**config.mk**
```make
export PLATFORM = sky130hd
export DESIGN_NAME = arhp_ctrl
export DESIGN_NICKNAME = d
export VERILOG_FILES = /design/src/rtl/core/arhp_pkg.sv /design/src/rtl/core/arhp_ctrl.sv
export SDC_FILE = /design/constraint.sdc
export NUM_CORES = 1
export LEC_CHECK = 0
export BUFFER_PORTS_ARGS = -buffer_cell sky130_fd_sc_hd__buf_2
export CORE_UTILIZATION = 35
export CTS_BUF_LIST = sky130_fd_sc_hd__clkbuf_8 sky130_fd_sc_hd__clkbuf_16
export CTS_CLUSTER_SIZE = 24
export DETAILED_ROUTE_END_ITERATION = 12
export REMOVE_ABC_BUFFERS = 1
export SETUP_SLACK_MARGIN = 0.1
export SLEW_MARGIN = 20
export SYNTH_ARGS = -nofsm -noshare
export SYNTH_HDL_FRONTEND = slang
export SYNTH_SLANG_ARGS = --single-unit
```
**constraint.sdc**
```tcl
create_clock -name clk_i -period 1.3 [get_ports clk_i]
set_clock_uncertainty 0.05 [all_clocks]
set_input_delay 0.13 -clock clk_i [delete_from_list [all_inputs] [get_ports clk_i]]
set_output_delay 0.13 -clock clk_i [all_outputs]
set_load 0.01 [all_outputs]
```
**src/rtl/core/arhp_pkg.sv**
```systemverilog
// Shared constants, types and datapath command codes of the auto-ranging histogram.
// No dependencies.
`timescale 1ns / 1ps

package arhp_pkg;

  localparam int unsigned BUCKETS     = 1024;
  localparam int unsigned SAMPLE_BITS = 32;

  localparam int unsigned IDX_W  = $clog2(BUCKETS);
  localparam int unsigned HALF   = BUCKETS / 2;
  localparam int unsigned RUN_W  = 32 + IDX_W;
  localparam int unsigned NUM_W  = 32 + IDX_W;
  localparam int unsigned DIV_STEP_W = 7;
  localparam int unsigned ADDR_W = 3;

  localparam logic [31:0] SAMPLE_MASK = (SAMPLE_BITS >= 32) ? 32'hFFFF_FFFF :
                                        32'((64'd1 << SAMPLE_BITS) - 64'd1);
  localparam logic [31:0] INIT_RANGE_RESET = 32'd10_000_000;
  // floor(y/5) = (y * RECIP5) >> 34 for any 32-bit y
  localparam logic [31:0] RECIP5     = 32'hCCCC_CCCD;
  localparam logic [5:0]  SHIFT_MAX  = 6'd63;
  localparam logic [ADDR_W-1:0] REG_INITIAL_RANGE = '0;

  localparam logic FUNC_ADD    = 1'b0;
  localparam logic FUNC_REPORT = 1'b1;

  typedef enum logic [4:0] {
    CMD_NONE,
    CMD_CLEAR_WR,
    CMD_LATCH_IN,
    CMD_RANGE,
    CMD_MERGE_RD,
    CMD_MERGE_WR,
    CMD_UPPER_WR,
    CMD_IDX_START,
    CMD_IDX_TAKE,
    CMD_UPD_RD,
    CMD_UPD_WR,
    CMD_TARGETS,
    CMD_WALK_RD,
    CMD_WALK_ACC,
    CMD_AVG_RD,
    CMD_AVG_START,
    CMD_AVG_TAKE,
    CMD_OUT_LOAD
  } cmd_e;

  typedef struct packed {
    cmd_e       op;
    logic [1:0] sel;
  } cmd_t;

  typedef struct packed {
    logic need_double;
    logic cnt_last;
    logic cnt_half_last;
    logic div_busy;
    logic out_free;
  } status_t;

  typedef struct packed {
    logic [63:0] sum;
    logic [31:0] tally;
  } entry_t;

endpackage

```
**src/rtl/core/arhp_ctrl.sv**
```systemverilog
// Sequencer: clearing sweep, add with rescaling, report walk and averages.
// Depends on arhp_pkg.
`timescale 1ns / 1ps

module arhp_ctrl
  import arhp_pkg::*;
(
  input  logic    clk_i,
  input  logic    rst_ni,
  input  logic    in_valid_i,
  input  logic    func_i,
  input  status_t stat_i,
  output logic    in_stall_o,
  output cmd_t    cmd_o
);

  typedef enum logic [4:0] {
    S_CLEAR, S_IDLE, S_RANGE, S_CHECK, S_MERGE_RD, S_MERGE_WR, S_UPPER,
    S_IDX_WAIT, S_UPD_RD, S_UPD_WR, S_TGT, S_WALK_RD, S_WALK_ACC,
    S_AVG_RD, S_AVG_DIV, S_AVG_WAIT, S_OUT
  } state_e;

  state_e     state_q;
  logic [1:0] sel_q;

  always_ff @(posedge clk_i or negedge rst_ni) begin
    if (!rst_ni) begin
      state_q <= S_CLEAR;
      sel_q   <= '0;
    end else begin
      unique case (state_q)
        S_CLEAR:    if (stat_i.cnt_last) state_q <= S_IDLE;
        S_IDLE:
          if (in_valid_i) state_q <= (func_i == FUNC_REPORT) ? S_TGT : S_RANGE;
        S_RANGE:    state_q <= S_CHECK;
        S_CHECK:    state_q <= stat_i.need_double ? S_MERGE_RD : S_IDX_WAIT;
        S_MERGE_RD: state_q <= S_MERGE_WR;
        S_MERGE_WR: state_q <= stat_i.cnt_half_last ? S_UPPER : S_MERGE_RD;
        S_UPPER:    if (stat_i.cnt_last) state_q <= S_RANGE;
        S_IDX_WAIT: if (!stat_i.div_busy) state_q <= S_UPD_RD;
        S_UPD_RD:   state_q <= S_UPD_WR;
        S_UPD_WR:   state_q <= S_IDLE;
        S_TGT:      state_q <= S_WALK_RD;
        S_WALK_RD:  state_q <= S_WALK_ACC;
        S_WALK_ACC: begin
          if (stat_i.cnt_last) begin
            state_q <= S_AVG_RD;
            sel_q   <= '0;
          end else begin
            state_q <= S_WALK_RD;
          end
        end
        S_AVG_RD:   state_q <= S_AVG_DIV;
        S_AVG_DIV:  state_q <= S_AVG_WAIT;
        S_AVG_WAIT: begin
          if (!stat_i.div_busy) begin
            if (sel_q == 2'd2) begin
              state_q <= S_OUT;
            end else begin
              state_q <= S_AVG_RD;
              sel_q   <= sel_q + 1'b1;
            end
          end
        end
        S_OUT:      if (stat_i.out_free) state_q <= S_IDLE;
        default:    state_q <= S_IDLE;
      endcase
    end
  end

  always_comb begin
    cmd_o.sel = sel_q;
    cmd_o.op  = CMD_NONE;
    unique case (state_q)
      S_CLEAR:    cmd_o.op = CMD_CLEAR_WR;
      S_IDLE:     if (in_valid_i) cmd_o.op = CMD_LATCH_IN;
      S_RANGE:    cmd_o.op = CMD_RANGE;
      S_CHECK:    if (!stat_i.need_double) cmd_o.op = CMD_IDX_START;
      S_MERGE_RD: cmd_o.op = CMD_MERGE_RD;
      S_MERGE_WR: cmd_o.op = CMD_MERGE_WR;
      S_UPPER:    cmd_o.op = CMD_UPPER_WR;
      S_IDX_WAIT: if (!stat_i.div_busy) cmd_o.op = CMD_IDX_TAKE;
      S_UPD_RD:   cmd_o.op = CMD_UPD_RD;
      S_UPD_WR:   cmd_o.op = CMD_UPD_WR;
      S_TGT:      cmd_o.op = CMD_TARGETS;
      S_WALK_RD:  cmd_o.op = CMD_WALK_RD;
      S_WALK_ACC: cmd_o.op = CMD_WALK_ACC;
      S_AVG_RD:   cmd_o.op = CMD_AVG_RD;
      S_AVG_DIV:  cmd_o.op = CMD_AVG_START;
      S_AVG_WAIT: if (!stat_i.div_busy) cmd_o.op = CMD_AVG_TAKE;
      S_OUT:      if (stat_i.out_free) cmd_o.op = CMD_OUT_LOAD;
      default:    cmd_o.op = CMD_NONE;
    endcase
  end

  assign in_stall_o = state_q != S_IDLE;

endmodule
```
## Word level (Yosys, flattened, before mapping)

Index checks and enable logic that the tools add are counted.

- Register bits: 7
- Input bits: 9
- Output and inout bits: 8
- Logic and storage cells: 55

- Add/subtract/negate cells: 1
- Eq/ne operators: 26
- Mux-type cells: 22
- Reductions and logical operators: 4

Operators by type and width:

| cell | number |
|---|---|
| $pmux W5 S17 | 1 |
| $pmux W5 S16 | 1 |
| $mux W5 | 9 |
| $eq A5 B4 Y1 const B | 8 |
| $eq A5 B3 Y1 const B | 4 |
| $ne A2 B2 Y1 const B | 8 |
| $mux W2 | 6 |
| $eq A5 B2 Y1 const B | 2 |
| $mux W4 | 2 |
| $mux W3 | 2 |
| $reduce_and A6 Y1 | 1 |
| $eq A5 B1 Y1 const B | 1 |
| $eq A5 B5 Y1 const B | 1 |
| $logic_not A5 Y1 | 1 |
| $ne A5 B1 Y1 const B | 1 |
| $pmux W2 S2 | 1 |
| $reduce_and A4 Y1 | 1 |
| $add A2 B1 Y2 const B | 1 |
| $eq A2 B2 Y1 const B | 1 |
| $reduce_bool A2 Y1 | 1 |

## Logic depth before layout (Yosys ltp)

- Depth in word-level cells: 4
- Gate-level depth with buffers: 6
- Mapped depth without buffers: 6

## Least setup slack after synthesis

Ideal clock, no wire load.

- Path kind: register to output
- Start: register state_q[3]
- End: output port cmd_o[3] in the netlist's numbering
- Arrival time: 1.278 ns
- Required time: 1.120 ns
- Slack: -0.158 ns
- Cell stages (with the launch flop): 5
- Buffers on the path: 1
- Cell sequence: dfrtp_1 -> buf_6 -> or3b_4 -> a21o_1 -> a31oi_1

RTL lines:

| item | RTL line | source |
|---|---|---|
| from (decl) | arhp_ctrl.sv:23 | `state_e state_q;` |
| from (signal assigned) | arhp_ctrl.sv:34 | `if (in_valid_i) state_q <= (func_i == FUNC_REPORT) ? S_TGT : S_RANGE;` |
| from (signal assigned) | arhp_ctrl.sv:36 | `S_CHECK: state_q <= stat_i.need_double ? S_MERGE_RD : S_IDX_WAIT;` |
| from (signal assigned) | arhp_ctrl.sv:38 | `S_MERGE_WR: state_q <= stat_i.cnt_half_last ? S_UPPER : S_MERGE_RD;` |
| to (decl) | arhp_ctrl.sv:14 | `output cmd_t cmd_o` |

==> key figures <==
Timing
  • Fin crit share: 130%
  • Tightest Pin Transition: 0.279 ns
  • Hold Fails Final Rpt: 0
  • Rel. slew slack: 81.4%
  • Max-slew violations: 0
  • Crit path time final: 1.69 ns
  • Fmax: 592 MHz
  • Unrepaired setup endpoints after global routing: yes
  • Worst hold margin: 0.217 ns
  • Final setup viols: 13
  • Setup WS post-layout: -0.388 ns

Yosys
  • Flops & latches, synth: 7
  • Syn Inst Count: 103
  • Register area share after synthesis: 20.8%
  • EDFF count, synth: 0
  • Synth Area in Adders: 2.82%
  • Syn Std Cell Area: 843 sq um
  • Synth Area in Compound Gates: 30.1%
  • Synth area leaders: dfrtp_1, buf_6, o2bb2ai_1
  • Top FF cell, synth: dfrtp_1
  • YS warnings: 0
  • Synth top area share: 20.8%
  • Largest family of logic cells by synthesized area: compound AO/OA/AOI/OAI gates
  • Avg Cell Area, Syn: 8.19 sq um
  • Post-synthesis simple-gate area fraction: 29.5%
  • Dominant cell type by area after synthesis: dfrtp_1
  • Mux contribution to synthesized area: 1.19%
  • Post-Synth XOR/XNOR Area: 3.12%
  • Post-synth ARST share: 100%
  • Distinct cells, synth: 47

Clocking
  • CTS tree: yes
  • Clock buffer depth: 2
  • Clock Sinks: 7
  • H-tree depth: 1
  • Root buf cell: clkbuf_8
  • Num CTS Buffers: 3
  • Clk Latency, worst-skew pair: 0.22 ns
  • Worst-path clk slew: 0.04 ns

Worst setup path
  • Setup crit start: state_q[3]
  • Arrival time at the worst endpoint: 1.51 ns
  • Critical Path RT: 1.12 ns
  • Reg-to-Reg Start: state_q[2]
  • Startpoint Class: register
  • Setup CP Type: reg -> out
  • Crit end category: primary output
  • Crit path max fanout: 4

Power and ir drop
  • Pwr per Cell Area: 2100 mW/mm^2
  • Static Leak: 0.000612 uW
  • Maximum vdd drop: 0.00143 V

Drt
  • Post-route ant nets: 0
  • Vias/cell: 5.52
  • Routed WL: 2620 um
  • Via Count: 993
  • Drt pass-1 iters: 4
  • Starting DRC count in detailed routing: 10
  • DRC Markers: 0
  • Avg WL per Cell: 14.6 um

Die
  • Ports: 17
  • Die W: 51.1 um
  • Die Height: 51.1 um
  • Die footprint: 0.00261 sq mm
  • Core area: 0.00223 sq mm
  • Row count: 17
  • Starting Density: 37.8%

Place
  • IO Port Bufs: 16
  • HPWL after DPL: 1780 um
  • RD Place Congestion: 0.830
  • Post-DP Area: 0.00108 sq mm
  • Post-Place Setup Slack: -0.306 ns

Finish
  • Final Net Count: 163
  • Area Overhead vs Synth: 55.6%
  • Most frequent cells in the layout: buf_4, buf_2, nor2_1, buf_6, nand2_1
  • Diode count: 0
  • Layout cell share with drive strength beyond 1: 53.3%
  • Final instance area: 0.00131 sq mm
  • Area of the multi-input gates: 629 sq um
  • Area occupied by registers: 179 sq um
  • Most common cell after layout, fill and taps aside: buf_4
  • Fillers: 214

GRT
  • Initial antenna violation count: 0
  • Number of global-route vias before repair: 992
  • Total gr overflow: 0
  • First-pass GRT wire length: 4390 um
  • Largest net degree at the start of global routing: 10
  • Overall Global Routing Usage: 22.4%

Outcome
  • Failing checks: negative setup slack
  • Status: complete, but fails checks

Min path
  • HP Class: in -> async

Run
  • Maxcap violations: 0
[cell usage after synthesis (2+ instances only)]
master and instances:
a21oi_1 6, a32oi_1 3, and2_1 2, buf_2 3
buf_6 4, dfrtp_1 7, inv_1 4, inv_2 2
nand2_1 6, nand3_1 5, nand3b_1 2, nand4_1 3
nor2_1 9, nor2b_1 4, nor3_1 2, o21ai_0 4
o22ai_1 2, o2bb2ai_1 5, xnor2_1 2
[registers in the layout, summed over array words and instances (netlist names)]
signal,cells
state_q,5
sel_q,2
[report_power, final]
group	internal, uW	switching (uW)
registers	296	96.3
clock network	203	84.2
logic	1080	996
[cells by family after synthesis]
family | Yosys count
buffers and inverters | 15
XOR/XNOR | 3
AO/OA/AOI/OAI | 33
AND/OR/NAND/NOR | 42
adder cells (fa/ha/maj) | 2
multiplexers | 1
flip-flops | 7
[worst paths after layout]
path,endpoint,slack [ns],cells after the start
hold / removal,state_q[4],0.22,2
min in group clk_i,state_q[4],0.23,4
setup reg to reg,state_q[4],-0.23,5
setup / recovery,cmd_o[3],-0.39,4
max in group asynchronous,state_q[2],0.81,2
hold reg to reg,sel_q[0],0.56,2
[layer usage]
metal | GRT usage, % | wire, um | share of wire, %
met3 | 4.17 | 78 | 3.0
met4 | 6.94 | 21 | 0.80
met1 | 26.4 | 1120 | 43
met5 | 0 | 0 | 0
met2 | 40.4 | 1400 | 53
[layout make-up]
class,instances,area share [%]
multi-input combinational,81,48.0
tap,28,2.67
inverter,6,1.72
sequential,7,13.6
clock buffer,3,3.15
timing repair buffer,54,30.6
clock inverter,1,0.286
[repair_timing]
item	4_1_cts	5_1_grt
pin swaps	13	3
resized for setup	16	11
setup buffers	9	2
hold buffers	1	0
setup endpoints to repair	13	13
endpoints found under the hold margin	7	0
[stage by stage]
step / TNS [ns] / power [uW] / util (%) / std cells
after floorplan: -2.20 / 1340 / - / 94
after detailed placement: -2.93 / 2010 / 48.3 / 165
after CTS: -3.00 / 2570 / 56.3 / 178
after global routing: -3.97 / 2970 / 58.8 / 180
final: -3.02 / 2760 / 58.8 / 180
after global placement: -2.34 / 1980 / 48.3 / 165
[worst max-delay path, cell delays in order, from the launching register on]
cell and delay [ns]:
dfrtp_2 0.44, or3b_4 0.39, a21o_1 0.17, a31oi_1 0.14, buf_2 0.16
Power figures use the tool's default switching activity.
